`config.mk`:
```
export PLATFORM = sky130hd
export DESIGN_NAME = multichannel_periodic_trigger_scheduler
export DESIGN_NICKNAME = d
export VERILOG_FILES = /design/src/sv/mpts_pkg.sv /design/src/sv/mpts_ram.sv /design/src/sv/mpts_engine.sv /design/src/sv/multichannel_periodic_trigger_scheduler.sv
export SDC_FILE = /design/constraint.sdc
export NUM_CORES = 2
export LEC_CHECK = 0
export BUFFER_PORTS_ARGS = -buffer_cell sky130_fd_sc_hd__buf_2
export CORE_ASPECT_RATIO = 2
export CORE_MARGIN = 2
export CORE_UTILIZATION = 38
export DETAILED_ROUTE_END_ITERATION = 16
export GPL_TIMING_DRIVEN = 0
export PLACE_DENSITY_LB_ADDON = 0.2
export SYNTH_ARGS = -nofsm -noshare
export SYNTH_HDL_FRONTEND = slang
export SYNTH_SLANG_ARGS = --single-unit
```
`constraint.sdc`:
```
create_clock -name clk -period 10.15 [get_ports clk]
set_clock_uncertainty 0.15 [all_clocks]
set_input_delay 1.5225 -clock clk [delete_from_list [all_inputs] [get_ports clk]]
set_output_delay 1.5225 -clock clk [all_outputs]
set_load 0.02 [all_outputs]
```
`src/sv/mpts_pkg.sv`:
```
package mpts_pkg;

    localparam int NUM_CHANNELS = 24;
    localparam int NUM_GROUPS   = 16;
    localparam int ADDR_W       = (NUM_CHANNELS > 1) ? $clog2(NUM_CHANNELS) : 1;

    localparam logic [3:0] OP_TICK      = 4'd0;
    localparam logic [3:0] OP_LOAD      = 4'd1;
    localparam logic [3:0] OP_START     = 4'd2;
    localparam logic [3:0] OP_STOP     = 4'd3;
    localparam logic [3:0] OP_PAUSE     = 4'd4;
    localparam logic [3:0] OP_RESUME    = 4'd5;
    localparam logic [3:0] OP_FIRE_GRP  = 4'd6;
    localparam logic [3:0] OP_STOP_GRP  = 4'd7;
    localparam logic [3:0] OP_PAUSE_GRP = 4'd8;
    localparam logic [3:0] OP_RESUME_GRP = 4'd9;

    localparam logic REG_TICK_STEP = 1'b0;
    localparam logic REG_TIME_WRAP = 1'b1;

    localparam logic [15:0] TICK_STEP_RST = 16'd1000;
    localparam logic [31:0] TIME_WRAP_RST = 32'd1000000;

    typedef struct packed {
        logic [3:0]  op;
        logic [4:0]  channel;
        logic [3:0]  group;
        logic [31:0] period_value;
    } request_t;

    typedef struct packed {
        logic [4:0]  fired_channel;
        logic [31:0] elapsed_time;
        logic        running;
        logic        last;
    } result_t;

    // one channel's state as kept in the RAM
    typedef struct packed {
        logic [31:0] period;
        logic [31:0] count;
        logic [31:0] saved;
        logic [3:0]  group;
        logic        loaded;
    } entry_t;

    // engine to top: one fire to report
    typedef struct packed {
        logic       valid;
        logic [4:0] channel;
        logic       last;
    } emit_t;

endpackage

```
`src/sv/mpts_ram.sv`:
```
module mpts_ram #(
    parameter int WIDTH = 8,
    parameter int DEPTH = 16,
    localparam int AW = (DEPTH > 1) ? $clog2(DEPTH) : 1
) (
    input  logic             clk,
    input  logic             we,
    input  logic [AW-1:0]    waddr,
    input  logic [WIDTH-1:0] wdata,
    input  logic [AW-1:0]    raddr,
    output logic [WIDTH-1:0] rdata
);

    logic [WIDTH-1:0] mem [DEPTH];
    logic [WIDTH-1:0] rdata_reg;

    always_ff @(posedge clk)
    begin
        if (we)
        begin
            mem[waddr] <= wdata;
        end
        rdata_reg <= mem[raddr];
    end

    assign rdata = rdata_reg;

endmodule

```
`src/sv/mpts_engine.sv`:
```
module mpts_engine import mpts_pkg::*; (
    input  logic        clk,
    input  logic        rst_n,
    input  logic        start,
    input  request_t    request,
    input  logic [15:0] tick_step,
    input  logic [31:0] time_wrap,
    output logic        busy,
    output emit_t       emit,
    output logic [31:0] elapsed_time,
    output logic        running
);

    localparam logic [1:0] ST_IDLE  = 2'd0;
    localparam logic [1:0] ST_SCAN  = 2'd1;
    localparam logic [1:0] ST_FLUSH = 2'd2;
    localparam logic [ADDR_W-1:0] LAST_ADDR = ADDR_W'(NUM_CHANNELS - 1);

    logic [1:0]              state_reg, state_next;
    logic [3:0]              op_reg, op_next;
    logic [3:0]              grp_reg, grp_next;
    logic [31:0]             period_reg, period_next;
    logic [ADDR_W-1:0]       end_reg, end_next;
    logic [ADDR_W-1:0]       rd_addr_reg, rd_addr_next;
    logic                    issue_reg, issue_next;
    logic                    proc_vld_reg, proc_vld_next;
    logic [ADDR_W-1:0]       proc_addr_reg, proc_addr_next;
    logic                    rd_valid_reg, rd_valid_next;
    logic [NUM_CHANNELS-1:0] valid_reg, valid_next;
    logic                    pend_vld_reg, pend_vld_next;
    logic [ADDR_W-1:0]       pend_ch_reg, pend_ch_next;
    logic [31:0]             tc_reg, tc_next;
    logic                    run_reg, run_next;

    logic [$bits(entry_t)-1:0] ram_rdata;
    entry_t  cur, upd;
    logic    fire, member, ram_we;
    logic    ch_ok, grp_ok, is_single, is_group;
    logic [32:0] tc_sum;
    logic [31:0] dec;

    mpts_ram #(
        .WIDTH ($bits(entry_t)),
        .DEPTH (NUM_CHANNELS)
    ) u_ram (
        .clk   (clk),
        .we    (ram_we),
        .waddr (proc_addr_reg),
        .wdata (upd),
        .raddr (rd_addr_reg),
        .rdata (ram_rdata)
    );

    assign busy         = (state_reg != ST_IDLE);
    assign elapsed_time = tc_reg;
    assign running      = run_reg;

    assign ch_ok     = ({1'b0, request.channel} < 6'(NUM_CHANNELS));
    assign grp_ok    = ({1'b0, request.group} < 5'(NUM_GROUPS));
    assign is_single = (request.op >= OP_LOAD) && (request.op <= OP_RESUME) && ch_ok;
    assign is_group  = (request.op >= OP_FIRE_GRP) && (request.op <= OP_RESUME_GRP) && grp_ok;
    assign tc_sum    = {1'b0, tc_reg} + {17'b0, tick_step};

    // per-entry update; entries never written read as reset value
    always_comb
    begin
        cur    = rd_valid_reg ? entry_t'(ram_rdata) : '0;
        upd    = cur;
        fire   = 1'b0;
        member = cur.loaded && (cur.group == grp_reg);
        dec    = (cur.count >= {16'b0, tick_step}) ? cur.count - {16'b0, tick_step} : 32'd0;
        case (op_reg)
            OP_TICK:
            begin
                if (cur.count != 32'd0)
                begin
                    if (dec < {16'b0, tick_step})
                    begin
                        fire      = 1'b1;
                        upd.count = cur.period;
                    end
                    else
                    begin
                        upd.count = dec;
                    end
                end
            end
            OP_LOAD:
            begin
                upd.period = period_reg;
                upd.group  = grp_reg;
                upd.loaded = 1'b1;
            end
            OP_START:
            begin
                if (cur.loaded)
                begin
                    upd.count = cur.period;
                end
            end
            OP_STOP:
            begin
                upd.count = 32'd0;
            end
            OP_PAUSE:
            begin
                upd.saved = cur.count;
                upd.count = 32'd0;
            end
            OP_RESUME:
            begin
                if (cur.saved != 32'd0)
                begin
                    upd.count = cur.saved;
                    upd.saved = 32'd0;
                end
            end
            OP_FIRE_GRP:
            begin
                fire = member;
            end
            OP_STOP_GRP:
            begin
                if (member)
                begin
                    upd.count = 32'd0;
                end
            end
            OP_PAUSE_GRP:
            begin
                if (member)
                begin
                    upd.saved = cur.count;
                    upd.count = 32'd0;
                end
            end
            OP_RESUME_GRP:
            begin
                if (member && (cur.saved != 32'd0))
                begin
                    upd.count = cur.saved;
                    upd.saved = 32'd0;
                end
            end
            default:
            begin
                upd = cur;
            end
        endcase
    end

    always_comb
    begin
        state_next     = state_reg;
        op_next        = op_reg;
        grp_next       = grp_reg;
        period_next    = period_reg;
        end_next       = end_reg;
        rd_addr_next   = rd_addr_reg;
        issue_next     = issue_reg;
        proc_vld_next  = 1'b0;
        proc_addr_next = proc_addr_reg;
        rd_valid_next  = rd_valid_reg;
        valid_next     = valid_reg;
        pend_vld_next  = pend_vld_reg;
        pend_ch_next   = pend_ch_reg;
        tc_next        = tc_reg;
        run_next       = run_reg;
        ram_we         = 1'b0;
        emit           = '0;

        case (state_reg)
            ST_IDLE:
            begin
                if (start)
                begin
                    op_next     = request.op;
                    grp_next    = request.group;
                    period_next = request.period_value;
                    if (request.op == OP_TICK)
                    begin
                        tc_next = (tc_sum >= {1'b0, time_wrap}) ? 32'd0 : tc_sum[31:0];
                    end
                    if ((request.op == OP_STOP_GRP) && grp_ok)
                    begin
                        run_next = 1'b0;
                    end
                    if ((request.op == OP_TICK) || is_single || is_group)
                    begin
                        state_next   = ST_SCAN;
                        issue_next   = 1'b1;
                        rd_addr_next = is_single ? request.channel[ADDR_W-1:0] : '0;
                        end_next     = is_single ? request.channel[ADDR_W-1:0] : LAST_ADDR;
                    end
                end
            end
            ST_SCAN:
            begin
                // read stage
                if (issue_reg)
                begin
                    proc_vld_next  = 1'b1;
                    proc_addr_next = rd_addr_reg;
                    rd_valid_next  = valid_reg[rd_addr_reg];
                    if (rd_addr_reg == end_reg)
                    begin
                        issue_next = 1'b0;
                    end
                    else
                    begin
                        rd_addr_next = rd_addr_reg + 1'b1;
                    end
                end
                // modify/write stage, one entry behind the read
                if (proc_vld_reg)
                begin
                    ram_we                   = 1'b1;
                    valid_next[proc_addr_reg] = 1'b1;
                    if (fire)
                    begin
                        if (op_reg == OP_TICK)
                        begin
                            run_next = 1'b1;
                        end
                        if (pend_vld_reg)
                        begin
                            emit.valid   = 1'b1;
                            emit.channel = 5'(pend_ch_reg);
                            emit.last    = 1'b0;
                        end
                        pend_vld_next = 1'b1;
                        pend_ch_next  = proc_addr_reg;
                    end
                    if (proc_addr_reg == end_reg)
                    begin
                        state_next = ST_FLUSH;
                    end
                end
            end
            ST_FLUSH:
            begin
                if (pend_vld_reg)
                begin
                    emit.valid   = 1'b1;
                    emit.channel = 5'(pend_ch_reg);
                    emit.last    = 1'b1;
                end
                pend_vld_next = 1'b0;
                state_next    = ST_IDLE;
            end
            default:
            begin
                state_next = ST_IDLE;
            end
        endcase
    end

    always_ff @(posedge clk or negedge rst_n)
    begin
        if (!rst_n)
        begin
            state_reg    <= ST_IDLE;
            issue_reg    <= 1'b0;
            proc_vld_reg <= 1'b0;
            valid_reg    <= '0;
            pend_vld_reg <= 1'b0;
            tc_reg       <= 32'd0;
            run_reg      <= 1'b0;
        end
        else
        begin
            state_reg    <= state_next;
            issue_reg    <= issue_next;
            proc_vld_reg <= proc_vld_next;
            valid_reg    <= valid_next;
            pend_vld_reg <= pend_vld_next;
            tc_reg       <= tc_next;
            run_reg      <= run_next;
        end
    end

    always_ff @(posedge clk)
    begin
        op_reg        <= op_next;
        grp_reg       <= grp_next;
        period_reg    <= period_next;
        end_reg       <= end_next;
        rd_addr_reg   <= rd_addr_next;
        proc_addr_reg <= proc_addr_next;
        rd_valid_reg  <= rd_valid_next;
        pend_ch_reg   <= pend_ch_next;
    end

endmodule

```
`src/sv/multichannel_periodic_trigger_scheduler.sv`:
```
// Multichannel periodic trigger scheduler.
// Request channel: a request is taken on a rising edge with start high and
// busy low. It carries op, channel, group and period_value (request_t).
// Result channel: each fired channel appears on result for one cycle with
// result_valid high; result.last marks the final one of a request. The
// receiver cannot hold results off, so none ever waits.
// Configuration: wr_en/wr_index/wr_data write tick_step (index 0) or
// time_wrap (index 1) in the same edge; write only while busy is low.
// Timing: channel state lives in one RAM with a registered read. A tick or
// group request walks every channel, one entry per cycle with read and
// write-back overlapped, then flushes; a single-channel request visits only
// that channel. A new request is taken only after busy drops. Invalid ops
// and out-of-range channel or group are dropped at once without going busy.
// A fire is held until the next fire of the walk or the end of the walk,
// then registered, so the last result of a request shows in the same cycle
// that busy drops.
// Reset: all channels unloaded and stopped, time counter and running flag
// zero, tick_step 1000, time_wrap 1000000. Per-entry valid bits make
// unwritten RAM entries read as zero, so no clearing pass is needed.
module multichannel_periodic_trigger_scheduler import mpts_pkg::*; (
    input  logic        clk,
    input  logic        rst_n,
    input  logic        start,
    output logic        busy,
    input  request_t    request,
    input  logic        wr_en,
    input  logic        wr_index,
    input  logic [31:0] wr_data,
    output logic        result_valid,
    output result_t     result
);

    logic [15:0] tick_step_reg;
    logic [31:0] time_wrap_reg;
    logic        result_valid_reg;
    result_t     result_reg;

    emit_t       emit;
    logic [31:0] elapsed_time;
    logic        running;

    // config registers
    always_ff @(posedge clk or negedge rst_n)
    begin
        if (!rst_n)
        begin
            tick_step_reg <= TICK_STEP_RST;
            time_wrap_reg <= TIME_WRAP_RST;
        end
        else if (wr_en)
        begin
            case (wr_index)
                REG_TICK_STEP: tick_step_reg <= wr_data[15:0];
                REG_TIME_WRAP: time_wrap_reg <= wr_data;
                default:       tick_step_reg <= tick_step_reg;
            endcase
        end
    end

    mpts_engine u_engine (
        .clk          (clk),
        .rst_n        (rst_n),
        .start        (start),
        .request      (request),
        .tick_step    (tick_step_reg),
        .time_wrap    (time_wrap_reg),
        .busy         (busy),
        .emit         (emit),
        .elapsed_time (elapsed_time),
        .running      (running)
    );

    // result register: strobe for one cycle
    always_ff @(posedge clk or negedge rst_n)
    begin
        if (!rst_n)
        begin
            result_valid_reg <= 1'b0;
        end
        else
        begin
            result_valid_reg <= emit.valid;
        end
    end

    always_ff @(posedge clk)
    begin
        if (emit.valid)
        begin
            result_reg.fired_channel <= emit.channel;
            result_reg.elapsed_time  <= elapsed_time;
            result_reg.running       <= running;
            result_reg.last          <= emit.last;
        end
    end

    assign result_valid = result_valid_reg;
    assign result       = result_reg;

endmodule

```
# Yosys cells after proc, flatten, opt, wreduce, memory -nomap -nowiden
# Memory sizes are Yosys's and may differ from the RTL's. A register that Yosys moved wholly into a read port is not among the register bits.
# Index checks and enable logic that the tools add are counted.
# word_totals
elab_cells	150
ram_bits	2424
n_memories	1
regBits	211
inputBits	82
output_inout_bits	41
# classes
n_reduce_logical	30
addsub	3
n_eq_ne	24
magnitude_cmp	11
muxes	57
bitwise_logic	2
# memory_table
name	words	word_bits	rd	rd_clocked_by_memory_dff	write_ports	line	rtl
u_engine.u_ram.mem	24	101	1	1	1	mpts_ram.sv:14	logic [WIDTH-1:0] mem [DEPTH];
# op_table
operator	n
$mux W32	7
$pmux W32 S7	1
$mux W64	3
$pmux W32 S4	1
$mux W101	1
$reduce_bool A32 Y1	2
$add A32 B16 Y33	1
$ge A33 B32 Y1	1
$ge A32 B16 Y1	1
$lt A32 B16 Y1	1
$sub A32 B16 Y32	1
$mux W5	6
$mux W7	4
$or A24 B24 Y24	1
$mux W1	21
$eq A4 B3 Y1 const B	5
$reduce_and A3 Y1	5
$ne A2 B1 Y1 const B	7
$pmux W7 S2	1
$lt A5 B6 Y1 const B	2
$eq A5 B5 Y1	2
$pmux W5 S2	1
$reduce_and A2 Y1	5
$eq A4 B2 Y1 const B	2
other kinds (28)	45

# Longest topological paths before layout
# logic_depth
word_depth	10
depth_mapped	31
mapped_depth_nobuf	23

# Hierarchy
# From an unflattened synthesis, not the netlist that was laid out.
# unflattened
hier_cells	6039
area_unflattened_um2	109637.7
# by_module_without_submodules
module	seq_area_each_um2	instances	cells_per_inst	area_per_inst_um2
mpts_ram	74811.8	1	4351	94408.0
mpts_engine	3383.2	1	1545	12194.2
multichannel_periodic_trigger_scheduler	2413.6	1	143	3035.4

# Worst setup path before layout
# OpenSTA, ideal clock, no wires.
# synth_timing
kind	register -> register
startpoint	register u_engine.rd_valid_reg
endpoint	register result_reg, in the netlist result[0] (enable)
path_stages_with_launch	29
t_arrival_ns	8.194
setup_slack_ns	1.360
synth_period_minus_slack_ns	8.790
t_required_ns	9.554
cell_sequence	edfxtp_1 -> buf_2 -> clkbuf_1 -> clkbuf_1 -> clkbuf_1 -> clkbuf_1 -> clkbuf_1 -> clkbuf_1 -> and2_1 -> ha_1 -> buf_2 -> and2_0 -> clkbuf_1 -> a21boi_1 -> o21ai_1 -> nor2_1 -> and2_0 -> clkbuf_1 -> clkbuf_1 -> nor2_1 -> ha_1 -> a21o_1 -> a21o_1 -> a211o_1 -> a21oi_1 -> o2111a_1 -> nand4_2 -> o41a_2 -> o21ai_1
# synth_lines
element	line	rtl
start: declaration	mpts_engine.sv:28	logic rd_valid_reg, rd_valid_next;
start signal: assignment	mpts_engine.sv:290	rd_valid_reg <= rd_valid_next;
end: declaration	multichannel_periodic_trigger_scheduler.sv:36	result_t result_reg;

# Worst setup path in the final report
# layout_timing
startpoint	register u_engine.rd_valid_reg
endpoint	memory u_engine.u_ram.mem[13][47] (netlist bit), data pin
# layout_between
elab_chain_len	7
word_cells_on_any_way	18
# layout_rtl
element	line	rtl
$mux W101 (*)	mpts_engine.sv:67	cur = rd_valid_reg ? entry_t'(ram_rdata) : '0;
$sub A32 B16 Y32 / $ge A32 B16 Y1 (equally long branches)	mpts_engine.sv:71	dec = (cur.count >= {16'b0, tick_step}) ? cur.count - {16'b0, tick_step} : 32'd0;
$mux W32	mpts_engine.sv:71	
$lt A32 B16 Y1	mpts_engine.sv:77	if (dec < {16'b0, tick_step})
$mux W32	mpts_engine.sv:77	
$mux W32	mpts_engine.sv:75	if (cur.count != 32'd0)
$pmux W32 S7 (*)	mpts_engine.sv:72	case (op_reg)
named net u_engine.u_ram.wdata[47]	mpts_ram.sv:9	input logic [WIDTH-1:0] wdata,
end: declaration	mpts_ram.sv:14	
# The timed path passes the listed nets; every way through them passes the cells marked *.

==> flow_summary.json <==
{
  "yosysWarnings": 0,
  "fin_crit_ns": 9.90,
  "peakVddDrop_mv": 0.173,
  "syn_nets": 5502,
  "hp-class": "reg2reg",
  "core-area_mm2": 0.282,
  "nets": 6088,
  "cts_sinks": 2736,
  "ys_ff_latch": 2736,
  "power_density_mw_per_mm2": 277,
  "antenna_found_initial": 19,
  "clock.fmax_mhz": 101,
  "cts_tree": "done",
  "synth_cell_types": 82,
  "met3_usage_pct": 3.15,
  "wl_per_cell_um": 34.2,
  "r2r_cells": 30,
  "start_kind": "flip-flop",
  "hpwlAfterDp_um": 245000,
  "drt-total-wl_um": 338000,
  "grt_pass1_wl_um": 467000,
  "path_max_fanout": 19,
  "ant_nets": 0,
  "clk_pin_slew_worst_paths_ns": 0.07,
  "hold_violations": 0,
  "io_buffers": 122,
  "final_common_cell": "edfxtp_1",
  "dp_cells": 9426,
  "critPathSlowestCell": "a21oi_1",
  "clk_latency_ns": 0.94,
  "nFillCells": 24312,
  "synth_top_flop_cell": "edfxtp_1",
  "hold_depth": 0,
  "syn_to_final_growth_pct": 16.8,
  "total_power_mw": 35.0,
  "clock_path_buffers": 4,
  "async_reset_ff_share_pct": 4.06,
  "setup_slack_ns": 0.254,
  "status": "complete, no violations",
  "layoutNonFillerInstCount": 9872,
  "p_leak_nw": 40.9,
  "ioPinCount": 123,
  "routed_via_density": 5.65,
  "drc": 0,
  "drive_gt1_share_pct": 26.9,
  "die_area_mm2": 0.289,
  "fin_crit_sh_pct": 97.5,
  "cts-root-buf": "clkbuf_16",
  "die_x_um": 381,
  "tightest_slew_ns": 1.47,
  "slowest_delay_ns": 0.59,
  "setup_viol": 0,
  "rows": 276,
  "report.final.slew_viol_count": 0,
  "largest_reg_flops": 2424,
  "gr-usage-met1_pct": 25.8,
  "initialDrtViolationCount": 5102,
  "cts_buffers": 240,
  "synth_edf_count": 2524,
  "overflow": 0,
  "synthesis.area_mm2": 0.108,
  "grt_usage_pct": 23.3,
  "syn_avg_cell_area_um2": 20.2,
  "first_pass_iters": 8,
  "htreeDepth": 4,
  "start_util_pct": 38.2,
  "grt_max_degree": 65,
  "synth_cells": 5336,
  "worstPathArrival_ns": 10.37,
  "crit_type": "reg2reg",
  "pre_cts_ws_ns": -2.76,
  "final_cell_mix": "edfxtp_1, mux4_2, clkbuf_16, clkbuf_1, nand2_1",
  "yosysSeqAreaShare_pct": 74.6,
  "grtUsageMet2_pct": 43.6,
  "cp-end-kind": "flip-flop",
  "grt_pass1_vias": 58581,
  "slew_headroom_pct": 2.29,
  "rsz0062_at_grt": "false",
  "maxCapViolations": 0,
  "crit_top_cell": "clkbuf_2",
  "required_ns": 10.62,
  "die_h_um": 758,
  "top_usage_layer": "met2",
  "num_vias": 55773,
  "globalplace.congestion": 1.00
}
-- path summary, 6_finish.rpt --
kind	startpoint	endpoint	slack, ns
max	u_engine.rd_valid_reg$_DFFE_PP_	u_engine.u_ram.mem[13][47]$_DFFE_PP_	0.25
min	u_engine.elapsed_time[22]$_DFFE_PN0P_	result[24]$_DFFE_PP_	0.30
max reg2reg	u_engine.rd_valid_reg$_DFFE_PP_	u_engine.u_ram.mem[13][47]$_DFFE_PP_	0.25
min reg2reg	u_engine.elapsed_time[22]$_DFFE_PN0P_	result[24]$_DFFE_PP_	0.30
max in group asynchronous	rst_n	tick_step_reg[6]$_DFFE_PN1P_	8.63
min in group asynchronous	rst_n	time_wrap_reg[21]$_DFFE_PN0P_	0.38
-- synthesized netlist by cell type (21+ instances only) --
library cell,n,share of area [%]
edfxtp_1,2524,70
mux4_2,714,15
nor2_1,210,0.73
clkbuf_1,199,0.69
nand2_1,195,0.68
a21oi_1,189,0.88
mux2i_1,115,1.1
o21ai_0,106,0.49
dfxtp_1,101,1.9
dfrtp_1,98,2.3
ha_1,82,0.95
inv_1,80,0.28
buf_1,69,0.24
mux2_2,46,0.48
a22oi_1,44,0.31
nand3_1,41,0.19
and2_1,33,0.19
or2_2,32,0.19
xnor2_1,32,0.26
xor2_1,31,0.25
nor3_1,25,0.12
nor4_1,23,0.13
a21o_1,22,0.15
o21a_1,22,0.15
o31ai_1,21,0.15
-- layer usage --
layer  routed length (um)  share of wire (%)  vias up
li1                     -                  -    23169
met1               119000                 35    30250
met2               185000                 55     1794
met3                15500                4.6      556
met4                18100                5.4        4
met5                   38              0.011        -
-- layout make-up --
class | instances | area [um^2] | area share (%)
flip-flops and latches | 2736 | 80600 | 63.9
multi-input cells | 2245 | 26800 | 21.2
clock buffers | 313 | 6450 | 5.11
repair buffers | 343 | 4980 | 3.95
well taps | 3753 | 4700 | 3.72
clock inverters | 120 | 1250 | 0.989
plain buffers | 275 | 1090 | 0.868
inverters | 80 | 300 | 0.238
diodes | 6 | 15.0 | 0.0119
repair inverters | 1 | 5.00 | 0.00397
-- report_power, final --
group,switching (mW),internal [mW],total [mW]
logic,7.00,3.88,10.9
registers,0.631,14.2,14.9
clock network,4.13,5.08,9.21
-- what timing repair did --
item | in CTS | in global routing
hold buffers | 0 | 0
setup buffers | 6 | 0
endpoints found under the setup margin | 820 | 749
pin swaps | 1 | 0
gates resized for setup | 18 | 4
cloned | 2 | 0
-- stage by stage --
step / hold WS [ns] / utilization (%) / setup TNS, ns / instance area (um^2)
after floorplan: 0.273 / - / 0 / 108000
after global placement: 0.278 / 40.1 / -9452.25 / 113000
after detailed placement: 0.280 / 41.9 / -1688.80 / 118000
after CTS: 0.298 / 44.6 / -3.92 / 126000
after global routing: 0.314 / 44.7 / 0 / 126000
final: 0.298 / 44.7 / 0 / 126000
-- worst max-delay path: cells and delay by family (launching register included) --
family	cells	cell delay, ns
DFF	1	0.32
and+or+nand+nor	9	2.15
buffers and inverters	13	4.20
adders and majority gates	2	0.56
AOI/OAI and AO/OA	6	2.15
-- kinds of logic (layout without fill, tap and decap cells) --
kind of cell / Yosys count / in the layout / synth area share [%]
flops: 2736 / 2736 / 74.6
mux: 875 / 875 / 16.4
simple gates: 665 / 665 / 2.90
compound gates: 557 / 558 / 3.29
buf+inv: 356 / 1132 / 1.26
fa+ha+maj: 84 / 84 / 0.987
xor+xnor: 63 / 63 / 0.511
other cells: 0 / 6 / 0
No activity file was read; power rests on OpenSTA's default activity.
